--- config.mk ---
export PLATFORM = sky130hd
export DESIGN_NAME = montgomery_reduction
export DESIGN_NICKNAME = d
export VERILOG_FILES = /design/src/rtl/mr_pkg.sv /design/src/rtl/mr_div.sv /design/src/rtl/mr_datapath.sv /design/src/rtl/mr_ctrl.sv /design/src/rtl/montgomery_reduction.sv
export SDC_FILE = /design/constraint.sdc
export NUM_CORES = 2
export LEC_CHECK = 0
export BUFFER_PORTS_ARGS = -buffer_cell sky130_fd_sc_hd__buf_2
export CAP_MARGIN = 20
export CELL_PAD_IN_SITES_DETAIL_PLACEMENT = 0
export CELL_PAD_IN_SITES_GLOBAL_PLACEMENT = 2
export CORE_MARGIN = 2
export CORE_UTILIZATION = 38
export DETAILED_ROUTE_END_ITERATION = 7
export GPL_TIMING_DRIVEN = 0
export PLACE_DENSITY_LB_ADDON = 0.25
export SYNTH_ARGS = -nofsm -noshare
export SYNTH_HDL_FRONTEND = slang
export SYNTH_SLANG_ARGS = --single-unit
--- constraint.sdc ---
create_clock -name clk_i -period 7.35 [get_ports clk_i]
set_input_delay 1.1025 -clock clk_i [delete_from_list [all_inputs] [get_ports clk_i]]
set_output_delay 1.1025 -clock clk_i [all_outputs]
set_load 0.02 [all_outputs]
--- src/rtl/mr_pkg.sv ---
// Shared types, constants and command codes of the Montgomery reduction block.
package mr_pkg;

  // Field and register widths
  localparam int unsigned OperandWidthDef = 16;
  localparam int unsigned CfgWidth        = 16;
  localparam int unsigned ValueWidth      = 32;
  localparam int unsigned OutDataWidth    = 24;
  localparam int unsigned StatusWidth     = 2;

  // Configuration register indexes
  typedef enum logic {
    REG_RADIX   = 1'b0,
    REG_MODULUS = 1'b1
  } cfg_reg_e;

  // Result status codes
  typedef enum logic [StatusWidth-1:0] {
    STATUS_OK      = 2'd0,
    STATUS_COPRIME = 2'd1,
    STATUS_RANGE   = 2'd2
  } status_e;

  // Datapath operations issued by the controller
  typedef enum logic [4:0] {
    OP_NONE,
    OP_LOAD,
    OP_DIV_NN,
    OP_GCD_SEED,
    OP_DIV_GCD,
    OP_GCD_STEP,
    OP_GCD_END,
    OP_GCD_FAIL,
    OP_ERR_COPRIME,
    OP_ERR_RANGE,
    OP_DIV_T,
    OP_MUL_M,
    OP_DIV_M,
    OP_MUL_N,
    OP_DIV_S,
    OP_FINISH,
    OP_EMIT
  } op_e;

  // Controller states
  typedef enum logic [3:0] {
    ST_IDLE,
    ST_NN,
    ST_NN_WAIT,
    ST_GCD_TEST,
    ST_GCD_WAIT,
    ST_GCD_END,
    ST_GCD_FAIL,
    ST_CHECK,
    ST_T_WAIT,
    ST_DIV_M,
    ST_M_WAIT,
    ST_DIV_S,
    ST_S_WAIT,
    ST_EMIT
  } state_e;

  typedef struct packed {
    op_e op;
  } dp_cmd_t;

  typedef struct packed {
    logic div_done;
    logic cache_ready;
    logic coprime;
    logic operand_zero;
    logic r1_zero;
    logic t_high;
  } dp_status_t;

endpackage

--- src/rtl/mr_div.sv ---
// Restoring divider, one quotient bit per cycle.
module mr_div import mr_pkg::*; #(
  parameter int unsigned OW = OperandWidthDef,
  parameter int unsigned DW = 2 * OperandWidthDef + 1
) (
  input  logic          clk_i,
  input  logic          rst_ni,
  input  logic          start_i,
  input  logic [DW-1:0] dividend_i,
  input  logic [OW-1:0] divisor_i,
  output logic [DW-1:0] quot_o,
  output logic [OW-1:0] rem_o,
  output logic          done_o
);

  localparam int unsigned CntW = $clog2(DW);

  logic          busy_q, done_q;
  logic [CntW-1:0] cnt_q;
  logic [DW-1:0] dividend_q, quot_q;
  logic [OW-1:0] divisor_q, rem_q;
  logic [OW:0]   shift, diff;
  logic          ge;

  // Trial subtraction of the next partial remainder
  always_comb begin
    shift = {rem_q, dividend_q[DW-1]};
    ge    = (shift >= {1'b0, divisor_q});
    diff  = shift - {1'b0, divisor_q};
  end

  // Advance control
  always_ff @(posedge clk_i or negedge rst_ni) begin
    if (!rst_ni) begin
      busy_q <= 1'b0;
      done_q <= 1'b0;
      cnt_q  <= '0;
    end else begin
      done_q <= 1'b0;
      if (start_i) begin
        busy_q <= 1'b1;
        cnt_q  <= CntW'(DW - 1);
      end else if (busy_q) begin
        if (cnt_q == '0) begin
          busy_q <= 1'b0;
          done_q <= 1'b1;
        end else begin
          cnt_q <= cnt_q - 1'b1;
        end
      end
    end
  end

  // Shift remainder and quotient
  always_ff @(posedge clk_i) begin
    if (start_i) begin
      dividend_q <= dividend_i;
      divisor_q  <= divisor_i;
      rem_q      <= '0;
    end else if (busy_q) begin
      rem_q      <= ge ? diff[OW-1:0] : shift[OW-1:0];
      dividend_q <= {dividend_q[DW-2:0], 1'b0};
      quot_q     <= {quot_q[DW-2:0], ge};
    end
  end

  assign quot_o = quot_q;
  assign rem_o  = rem_q;
  assign done_o = done_q;

endmodule

--- src/rtl/mr_datapath.sv ---
// Datapath: configuration, inverse cache, Euclid state, products and result register.
module mr_datapath import mr_pkg::*; #(
  parameter int unsigned OW = OperandWidthDef
) (
  input  logic                    clk_i,
  input  logic                    rst_ni,
  input  logic                    cfg_we_i,
  input  logic                    cfg_addr_i,
  input  logic [CfgWidth-1:0]     cfg_wdata_i,
  input  logic [ValueWidth-1:0]   value_t_i,
  input  dp_cmd_t                 cmd_i,
  output dp_status_t              status_o,
  output logic [CfgWidth-1:0]     reduced_o,
  output status_e                 result_status_o
);

  localparam int unsigned DW = 2 * OW + 1;
  localparam int unsigned CW = OW + 2;
  localparam int unsigned PW = 2 * OW;
  localparam int unsigned QW = OW + CW + 1;

  logic [OW-1:0]   radix_q, modulus_q;
  logic            cache_ready_q, coprime_q;
  logic [OW-1:0]   inv_q;
  logic [ValueWidth-1:0] tv_q;
  logic [2*OW-1:0] rn_q, prod_q;
  logic [OW-1:0]   r0_q, r1_q, lo_q, hi_q, res_q, out_q;
  logic signed [CW-1:0] c0_q, c1_q;
  status_e         stat_q, out_stat_q;

  logic            div_start, div_done;
  logic [DW-1:0]   div_dividend, div_quot;
  logic [OW-1:0]   div_divisor, div_rem;

  logic signed [OW+CW:0] qc;
  logic signed [CW-1:0]  c_next, rr_s, v0, v1;
  logic [OW-1:0]   inv_calc;
  logic [OW:0]     t_sum, t_fix;

  // Select divider operands
  always_comb begin
    div_start    = 1'b0;
    div_dividend = '0;
    div_divisor  = radix_q;
    unique case (cmd_i.op)
      OP_DIV_NN:  begin
        div_start    = 1'b1;
        div_dividend = DW'(modulus_q);
      end
      OP_DIV_GCD: begin
        div_start    = 1'b1;
        div_dividend = DW'(r0_q);
        div_divisor  = r1_q;
      end
      OP_DIV_T:   begin
        div_start    = 1'b1;
        div_dividend = DW'(tv_q);
      end
      OP_DIV_M:   begin
        div_start    = 1'b1;
        div_dividend = DW'(prod_q);
      end
      OP_DIV_S:   begin
        div_start    = 1'b1;
        div_dividend = DW'(prod_q) + DW'(lo_q);
      end
      default: ;
    endcase
  end

  mr_div #(.OW(OW), .DW(DW)) u_div (
    .clk_i      (clk_i),
    .rst_ni     (rst_ni),
    .start_i    (div_start),
    .dividend_i (div_dividend),
    .divisor_i  (div_divisor),
    .quot_o     (div_quot),
    .rem_o      (div_rem),
    .done_o     (div_done)
  );

  // Euclid coefficient update and final inverse
  always_comb begin
    qc       = QW'($signed({1'b0, div_quot[OW-1:0]})) * QW'(c1_q);
    c_next   = c0_q - $signed(qc[CW-1:0]);
    rr_s     = $signed(CW'(radix_q));
    v0       = c0_q[CW-1] ? (c0_q + rr_s) : c0_q;
    v1       = (v0 >= rr_s) ? (v0 - rr_s) : v0;
    inv_calc = (v1 == '0) ? '0 : (radix_q - v1[OW-1:0]);
    t_sum    = {1'b0, hi_q} + div_quot[OW:0];
    t_fix    = (t_sum >= {1'b0, modulus_q}) ? (t_sum - {1'b0, modulus_q}) : t_sum;
  end

  // Configuration and cache control
  always_ff @(posedge clk_i or negedge rst_ni) begin
    if (!rst_ni) begin
      radix_q       <= OW'(2);
      modulus_q     <= OW'(1);
      cache_ready_q <= 1'b0;
      coprime_q     <= 1'b0;
      inv_q         <= '0;
    end else begin
      if (cfg_we_i) begin
        cache_ready_q <= 1'b0;
        if (cfg_reg_e'(cfg_addr_i) == REG_RADIX) begin
          radix_q <= cfg_wdata_i[OW-1:0];
        end else begin
          modulus_q <= cfg_wdata_i[OW-1:0];
        end
      end else if (cmd_i.op == OP_GCD_END) begin
        cache_ready_q <= 1'b1;
        coprime_q     <= (r0_q == OW'(1));
        inv_q         <= (r0_q == OW'(1)) ? inv_calc : '0;
      end else if (cmd_i.op == OP_GCD_FAIL) begin
        cache_ready_q <= 1'b1;
        coprime_q     <= 1'b0;
        inv_q         <= '0;
      end
    end
  end

  // Working registers
  always_ff @(posedge clk_i) begin
    rn_q <= PW'(radix_q) * PW'(modulus_q);
    unique case (cmd_i.op)
      OP_LOAD:        tv_q <= value_t_i;
      OP_GCD_SEED:    begin
        r0_q <= radix_q;
        r1_q <= div_rem;
        c0_q <= '0;
        c1_q <= CW'(1);
      end
      OP_GCD_STEP:    begin
        r0_q <= r1_q;
        r1_q <= div_rem;
        c0_q <= c1_q;
        c1_q <= c_next;
      end
      OP_ERR_COPRIME: begin
        res_q  <= '0;
        stat_q <= STATUS_COPRIME;
      end
      OP_ERR_RANGE:   begin
        res_q  <= '0;
        stat_q <= STATUS_RANGE;
      end
      OP_MUL_M:       begin
        lo_q   <= div_rem;
        hi_q   <= div_quot[OW-1:0];
        prod_q <= PW'(div_rem) * PW'(inv_q);
      end
      OP_MUL_N:       prod_q <= PW'(div_rem) * PW'(modulus_q);
      OP_FINISH:      begin
        res_q  <= t_fix[OW-1:0];
        stat_q <= STATUS_OK;
      end
      OP_EMIT:        begin
        out_q      <= res_q;
        out_stat_q <= stat_q;
      end
      default: ;
    endcase
  end

  assign status_o.div_done     = div_done;
  assign status_o.cache_ready  = cache_ready_q;
  assign status_o.coprime      = coprime_q;
  assign status_o.operand_zero = (radix_q == '0) || (modulus_q == '0);
  assign status_o.r1_zero      = (r1_q == '0);
  assign status_o.t_high       = (tv_q >= ValueWidth'(rn_q));

  assign reduced_o       = CfgWidth'(out_q);
  assign result_status_o = out_stat_q;

endmodule

--- src/rtl/mr_ctrl.sv ---
// Controller: sequences cache build, range check and the three divisions per word.
module mr_ctrl import mr_pkg::*; (
  input  logic       clk_i,
  input  logic       rst_ni,
  input  logic       in_valid_i,
  output logic       in_ready_o,
  output logic       out_valid_o,
  input  logic       out_ready_i,
  input  dp_status_t status_i,
  output dp_cmd_t    cmd_o
);

  state_e state_q, state_d;
  logic   out_valid_q;
  logic   out_free;

  assign out_free = !out_valid_q || out_ready_i;

  // Next state
  always_comb begin
    state_d = state_q;
    unique case (state_q)
      ST_IDLE:     if (in_valid_i) state_d = status_i.cache_ready ? ST_CHECK : ST_NN;
      ST_NN:       state_d = status_i.operand_zero ? ST_GCD_FAIL : ST_NN_WAIT;
      ST_NN_WAIT:  if (status_i.div_done) state_d = ST_GCD_TEST;
      ST_GCD_TEST: state_d = status_i.r1_zero ? ST_GCD_END : ST_GCD_WAIT;
      ST_GCD_WAIT: if (status_i.div_done) state_d = ST_GCD_TEST;
      ST_GCD_END:  state_d = ST_CHECK;
      ST_GCD_FAIL: state_d = ST_CHECK;
      ST_CHECK: begin
        priority if (!status_i.coprime) state_d = ST_EMIT;
        else if (status_i.t_high)       state_d = ST_EMIT;
        else                            state_d = ST_T_WAIT;
      end
      ST_T_WAIT:   if (status_i.div_done) state_d = ST_DIV_M;
      ST_DIV_M:    state_d = ST_M_WAIT;
      ST_M_WAIT:   if (status_i.div_done) state_d = ST_DIV_S;
      ST_DIV_S:    state_d = ST_S_WAIT;
      ST_S_WAIT:   if (status_i.div_done) state_d = ST_EMIT;
      ST_EMIT:     if (out_free) state_d = ST_IDLE;
      default:     state_d = ST_IDLE;
    endcase
  end

  // Outputs
  always_comb begin
    cmd_o.op   = OP_NONE;
    in_ready_o = 1'b0;
    unique case (state_q)
      ST_IDLE: begin
        in_ready_o = 1'b1;
        if (in_valid_i) cmd_o.op = OP_LOAD;
      end
      ST_NN:       if (!status_i.operand_zero) cmd_o.op = OP_DIV_NN;
      ST_NN_WAIT:  if (status_i.div_done) cmd_o.op = OP_GCD_SEED;
      ST_GCD_TEST: if (!status_i.r1_zero) cmd_o.op = OP_DIV_GCD;
      ST_GCD_WAIT: if (status_i.div_done) cmd_o.op = OP_GCD_STEP;
      ST_GCD_END:  cmd_o.op = OP_GCD_END;
      ST_GCD_FAIL: cmd_o.op = OP_GCD_FAIL;
      ST_CHECK: begin
        priority if (!status_i.coprime) cmd_o.op = OP_ERR_COPRIME;
        else if (status_i.t_high)       cmd_o.op = OP_ERR_RANGE;
        else                            cmd_o.op = OP_DIV_T;
      end
      ST_T_WAIT:   if (status_i.div_done) cmd_o.op = OP_MUL_M;
      ST_DIV_M:    cmd_o.op = OP_DIV_M;
      ST_M_WAIT:   if (status_i.div_done) cmd_o.op = OP_MUL_N;
      ST_DIV_S:    cmd_o.op = OP_DIV_S;
      ST_S_WAIT:   if (status_i.div_done) cmd_o.op = OP_FINISH;
      ST_EMIT:     if (out_free) cmd_o.op = OP_EMIT;
      default: ;
    endcase
  end

  // Hold state and output valid
  always_ff @(posedge clk_i or negedge rst_ni) begin
    if (!rst_ni) begin
      state_q     <= ST_IDLE;
      out_valid_q <= 1'b0;
    end else begin
      state_q <= state_d;
      if (state_q == ST_EMIT && out_free) begin
        out_valid_q <= 1'b1;
      end else if (out_ready_i) begin
        out_valid_q <= 1'b0;
      end
    end
  end

  assign out_valid_o = out_valid_q;

endmodule

--- src/rtl/montgomery_reduction.sv ---
// Top level of the Montgomery reduction (REDC) block with a general radix.
//
// Usage: write radix R (index 0) and modulus N (index 1) through cfg_we_i,
// cfg_addr_i and cfg_wdata_i while the block is idle. Each write drops the
// cached inverse. Input words carry T on s_axis; each gives exactly one
// output word on m_axis with T*R^-1 mod N and a status code.
// With the cache valid, a word makes three passes of the bit-serial divider
// plus control states between its accept and the first possible accept of
// its result; the next input word is taken at that same edge, so a new word
// is taken only once the last one is through. Errors skip the divisions.
// The first word after a configuration change also runs extended Euclid on
// the same divider: up to about 24 divisions for W 16.
// One word is in flight at a time; s_axis_tready is high only while idle.
// The output register holds the result while m_axis_tready is low and the
// next word can be taken in the meantime; it waits before overwriting.
// Reset restores R=2, N=1, clears the cache and empties the output.
module montgomery_reduction import mr_pkg::*; #(
  parameter int unsigned OPERAND_WIDTH = OperandWidthDef
) (
  input  logic                    clk_i,
  input  logic                    rst_ni,
  input  logic                    cfg_we_i,
  input  logic                    cfg_addr_i,
  input  logic [CfgWidth-1:0]     cfg_wdata_i,
  input  logic                    s_axis_tvalid,
  output logic                    s_axis_tready,
  input  logic [ValueWidth-1:0]   s_axis_tdata,   // [31:0] value_t
  output logic                    m_axis_tvalid,
  input  logic                    m_axis_tready,
  output logic [OutDataWidth-1:0] m_axis_tdata,   // [15:0] reduced, [23:16] zero
  output logic [StatusWidth-1:0]  m_axis_tuser    // [1:0] status
);

  localparam int unsigned OW = (OPERAND_WIDTH < CfgWidth) ? OPERAND_WIDTH : CfgWidth;

  dp_cmd_t             cmd;
  dp_status_t          dp_status;
  logic [CfgWidth-1:0] reduced;
  status_e             res_status;

  mr_ctrl u_ctrl (
    .clk_i       (clk_i),
    .rst_ni      (rst_ni),
    .in_valid_i  (s_axis_tvalid),
    .in_ready_o  (s_axis_tready),
    .out_valid_o (m_axis_tvalid),
    .out_ready_i (m_axis_tready),
    .status_i    (dp_status),
    .cmd_o       (cmd)
  );

  mr_datapath #(.OW(OW)) u_datapath (
    .clk_i           (clk_i),
    .rst_ni          (rst_ni),
    .cfg_we_i        (cfg_we_i),
    .cfg_addr_i      (cfg_addr_i),
    .cfg_wdata_i     (cfg_wdata_i),
    .value_t_i       (s_axis_tdata),
    .cmd_i           (cmd),
    .status_o        (dp_status),
    .reduced_o       (reduced),
    .result_status_o (res_status)
  );

  assign m_axis_tdata = OutDataWidth'(reduced);
  assign m_axis_tuser = res_status;

endmodule

== Word-level counts from Yosys, hierarchy flattened ==
Cells that the tools add are included.
Operators by class
  add/subtract/negate cells: 9
  $mul: 4
  order comparisons: 4
  equality and inequality tests: 37
  muxes and demuxes: 60
  bitwise operators: 3
  reductions and logical operators: 29
Operator list (count)
  case mux 33 bit (5 select lines): 1
  2-to-1 mux 16 bit: 7
  multiplier 16 x 16 -> 32 bit: 3
  case mux 18 bit (2 select lines): 2
  case mux 5 bit (14 select lines): 1
  2-to-1 mux 33 bit: 2
  case mux 16 bit (2 select lines): 2
  case mux 32 bit (2 select lines): 1
  zero test 16 bit: 3
  case mux 4 bit (12 select lines): 1
  subtractor 16 bit: 3
  == test 5 x 4 -> 1 bit, second input constant: 8
  2-to-1 mux 4 bit: 10
  2-to-1 mux 18 bit: 2
  greater-or-equal comparator 17 x 16 -> 1 bit: 2
  adder 32 x 16 -> 33 bit: 1
  greater-or-equal comparator 32 bit: 1
  == test 4 bit, second input constant: 6
  == test 5 x 3 -> 1 bit, second input constant: 4
  adder 18 x 17 -> 18 bit: 1
  greater-or-equal comparator 18 x 17 -> 1 bit: 1
  zero test 18 bit: 1
  multiplier 17 x 18 -> 18 bit: 1
  2-to-1 mux 6 bit: 3
  other kinds (30): 79
Storage, ports and cells
  bits in registers: 377
  output and inout bits: 28
  logic and storage cells: 173

== Logic depth before layout (Yosys ltp) ==
  depth in word-level cells: 9
  gate-level depth with buffers: 33

== By module ==
From an unflattened synthesis, not the netlist that was laid out.
Second synthesis, totals
  cells, all modules: 5509
  area, all modules: 51642.0 um2
Modules (own cells, without submodules)
  mr_datapath: times used 1, cells each 5045, area an instance 46164.3 um2, seq. area each 7900.1 um2
  mr_div: times used 1, cells each 367, area an instance 4798.4 um2, seq. area each 2982.9 um2
  mr_ctrl: times used 1, cells each 88, area an instance 615.6 um2, seq. area each 125.1 um2
  montgomery_reduction: times used 1, cells each 9, area an instance 63.8 um2, seq. area each 0.0 um2

== Worst setup path before layout ==
OpenSTA, ideal clock, no wires.
  path type: register to register
  start point: register u_datapath.c0_q[0]
  end point: register u_datapath.inv_q[13]
  arrival time: 6.778 ns
  data required time: 7.284 ns
  path slack: 0.506 ns
  stages on the path, launching flop included: 33
  path through: edfxtp_1 -> ha_1 -> fa_1 -> a211oi_1 -> o21ai_1 -> a21oi_1 -> o21bai_1 -> a21oi_1 -> xnor2_1 -> mux2i_1 -> inv_1 -> ha_1 -> and2_1 -> a221oi_1 -> o21a_1 -> nand3_2 -> and2_1 -> buf_6 -> buf_6 -> buf_2 -> mux2i_1 -> ha_1 -> a21o_1 -> o2111ai_1 -> o211ai_1 -> or3_1 -> a311o_1 -> nand3_1 -> a31oi_1 -> a311oi_2 -> o31ai_2 -> a2111oi_0 -> a221o_1
On the way
  word-level cells in the longest chain between the ends: 8
  elaborated cells between the ends (all ways): 10
RTL lines
  from (decl): line mr_datapath.sv:28  | logic signed [CW-1:0] c0_q, c1_q;
  from (signal assigned): line mr_datapath.sv:136  | c0_q <= c1_q;
  adder 18 x 17 -> 18 bit: line mr_datapath.sv:87  | v0 = c0_q[CW-1] ? (c0_q + rr_s) : c0_q;
  2-to-1 mux 18 bit *: line mr_datapath.sv:87
  subtractor 18 x 17 -> 18 bit / greater-or-equal comparator 18 x 17 -> 1 bit (equally long branches): line mr_datapath.sv:88  | v1 = (v0 >= rr_s) ? (v0 - rr_s) : v0;
  2-to-1 mux 18 bit *: line mr_datapath.sv:88
  subtractor 16 bit / zero test 18 bit (equally long branches): line mr_datapath.sv:89  | inv_calc = (v1 == '0) ? '0 : (radix_q - v1[OW-1:0]);
  2-to-1 mux 16 bit *: line mr_datapath.sv:89
  2-to-1 mux 16 bit *: line mr_datapath.sv:113  | inv_q <= (r0_q == OW'(1)) ? inv_calc : '0;
  2-to-1 mux 16 bit *: line mr_datapath.sv:110  | end else if (cmd_i.op == OP_GCD_END) begin
  to (signal assigned): line mr_datapath.sv:113
  to (decl): line mr_datapath.sv:24  | logic [OW-1:0] inv_q;
Every way passes the cells marked *; elsewhere a longest branch is shown, timed or not.
A chain may end at the register's enable or synchronous reset.

== Worst setup path in the final report ==
  start point: register u_datapath.u_div.rem_q[1], in the netlist u_datapath.u_div.rem_o[1]
  end point: register u_datapath.prod_q[30], data pin
On the way
  word-level cells in the longest chain between the ends: 2
  elaborated cells between the ends (all ways): 3
RTL lines
  from (decl): line mr_div.sv:21  | logic [OW-1:0] divisor_q, rem_q;
  from (signal assigned): line mr_div.sv:61  | rem_q <= ge ? diff[OW-1:0] : shift[OW-1:0];
  multiplier 16 x 16 -> 32 bit, on equally long branches: line mr_datapath.sv:152, mr_datapath.sv:150
  case mux 32 bit (2 select lines) *: line mr_datapath.sv:125  | unique case (cmd_i.op)
  to (signal assigned): line mr_datapath.sv:150  | prod_q <= PW'(div_rem) * PW'(inv_q);
  to (signal assigned): line mr_datapath.sv:152  | OP_MUL_N: prod_q <= PW'(div_rem) * PW'(modulus_q);
  to (decl): line mr_datapath.sv:26  | logic [2*OW-1:0] rn_q, prod_q;
Marked as above.

==> results.toml <==
[timing]
setup_viol = 0
layout_setup_ws_ps = 98.8
fin_skew_ps = 39.5
finalMaxSlewViolations = 0
rsz0062_at_grt = "true"
relSlewSlack = 0.196
hold_violations = 0
finalCritPeriodShare = 0.987
fin_crit_ps = 7250
tightest_slew_ps = 1210
fmax_mhz = 138

[floorplanning]
start_util = 0.382
io_pins = 82
rows = 134
die_w_um = 370
dieArea_um2 = 137000
die_y_um = 370
core_area_um2 = 133000

[yosys]
yosysTopAreaCell = "fa_1"
synth_seq_cells = 377
synth_edf_count = 266
syn_area_um2 = 50800
ys_warn_count = 0
synthDistinctLibCells = 96
synth-seq-area-share = 0.207
synth_top_area_share = 0.281
synth_commonest_cells = "inv_1, nand2_1, fa_1, ha_1, and2_1"
synthCells = 5505
async_flop_share = 0.167
yosys_most_used_dff = "edfxtp_1"
ys_top_cells_by_area = "fa_1, edfxtp_1, ha_1, inv_1, nand2_1"
synth.most_common_cell = "inv_1"
avgSynthCellArea_um2 = 9.24

[worst_setup_path]
arrival_ps = 7610
crit_path_start_kind = "register"
path_class = "reg -> reg"
cp_max_fo = 10
crit_path_end_kind = "register"
required_ps = 7710

[placed_design]
dp_hpwl_um = 145000
port_buffers = 73
placed_area_um2 = 53800
gp_congestion = 0.918
dpl_worst_slack_ps = -1840

[layout]
area_delta_synth_final_pct = 12.5
drive_gt1_frac = 0.0966
final_cell_area_um2 = 57200
final_net_count = 6997

[routing]
vias = 39300
wl_per_cell_um = 23.7
drt-initial-drc-count = 3264
drtAntennaViolNets = 0
vias_per_cell = 5.22
drc = 0
routed_wl_um = 179000
firstDrtPassIters = 6

[clock_network]
clockBufferDepth = 3
cts_hold_buffers = 0
clk_latency_ps = 650
cts_root_buf = "clkbuf_16"
cts.sinks = 377
cts_tree = "done"
path_clk_slew_ps = 60
cts_max_level = 2
cts_buffers = 49

[flow_run]
drv_cap = 0

[grt]
grt_antenna_before_repair = 20
grtUsageTotal = 0.265
grt_first_pass_wirelength_um = 268000
grt_pass1_vias = 40500
grt_remaining_overflow = 0
grt_max_degree = 52

[worst_hold_path]
hold_class = "in -> async"

[outcome]
status = "completed"
-- logic make-up after synthesis --
logic type	synth area share
compound gates	0.0958
xor+xnor	0.0379
fa+ha+maj	0.408
buf+inv	0.0907
flops	0.207
mux	0.0107
other cells	0.0000737
simple gates	0.150
-- registers in the layout, indices dropped and copies added, names as in the netlist, 17 cells and up --
| signal | cells |
|---|---|
| u_datapath.u_div.dividend_q | 33 |
| u_datapath.c0_q | 18 |
| u_datapath.u_div.quot_o | 17 |
| u_datapath.tv_q | 32 |
| u_datapath.prod_q | 32 |
| u_datapath.c1_q | 18 |
| u_datapath.rn_q | 32 |
-- final timing paths --
path                                                        startpoint                                    end  slack (ps)  depth (start not counted)
worst max-delay path            u_datapath.u_div.rem_o[1]$_SDFFE_PN0P_        u_datapath.prod_q[30]$_DFFE_PP_         100                         26
min in group clk_i                   u_datapath.res_q[0]$_SDFFCE_PP0P_      u_datapath.reduced_o[0]$_DFFE_PN_         390                          0
worst max register to register  u_datapath.u_div.rem_o[1]$_SDFFE_PN0P_        u_datapath.prod_q[30]$_DFFE_PP_         100                         26
worst min register to register       u_datapath.res_q[0]$_SDFFCE_PP0P_      u_datapath.reduced_o[0]$_DFFE_PN_         390                          0
worst min-delay path                                            rst_ni  u_datapath.u_div.cnt_q[5]$_DFFE_PN0P_         350                          1
max in group asynchronous                                       rst_ni        u_datapath.inv_q[6]$_DFFE_PN0P_        6320                          2
-- routing by layer --
metal	wire length, um	up-vias	global-route usage
met4	6420	4	0.0787
met2	80000	1152	0.422
met5	28	-	0
met1	81400	19900	0.378
li1	-	18100	-
met3	10800	233	0.0301
-- layout make-up --
cell class                      count  area, um^2
Inverter                          954        3610
Clock buffer                       63        1300
Fill cell                       13400       75900
Sequential cell                   377       10600
Timing Repair Buffer              177        1300
Multi-Input combinational cell   3920       36300
Buffer                            238        1380
Clock inverter                     28         422
Antenna cell                        4        10.0
Tap cell                         1768        2210
-- per-stage QoR --
step	std cells	utilization	hold slack, ps	setup TNS (ps)
finish	7529	0.430	348	0
global placement	7353	0.402	405	-210770
floorplan	5512	-	400	0
global route	7525	0.429	334	-152
CTS	7483	0.423	315	-18.7
detailed placement	7372	0.404	406	-23670
-- critical path, stage by stage, from the launching register on --
cell       delay [ps]
dfxtp_2           550
clkbuf_2          380
nand2_1           120
fa_1              470
fa_1              490
inv_1              40
ha_1              180
fa_1              490
inv_1              60
fa_1              530
inv_1              50
fa_1              440
ha_1              300
inv_1              60
o21bai_1          190
a21oi_2           120
a21oi_2           210
o41ai_1           110
buf_2             190
o2111ai_4         240
a41oi_2           120
buf_4             180
or2_2             310
a311oi_4          250
a31oi_1           150
xor2_1            170
a22oi_2           550
-- cells in the final DEF (no fill, tap or decap), types with 41 or more instances in the layout --
cell type,synthesis,layout
inv_1,941,938
nand2_1,785,784
fa_1,714,713
ha_1,512,501
and2_1,282,281
nor2_1,280,277
edfxtp_1,266,266
a21oi_1,225,208
o21ai_0,190,180
xnor2_1,162,161
clkbuf_1,231,119
buf_4,8,98
buf_2,5,82
a21o_1,60,60
xor2_1,58,58
nand3_1,52,52
clkbuf_2,0,50
clkbuf_16,0,50
nor3_1,52,48
dfrtp_1,61,44
and3_1,43,42
o21bai_1,42,41
-- timing repair --
action                     CTS  global route
setup buffers               36            48
cloned                       0             1
pin swaps                   10            37
resized for setup          243           174
setup endpoints to repair   32            27
Power is not shown: default switching activity piles up to over one toggle a cycle in this logic, so the estimate is an artifact.
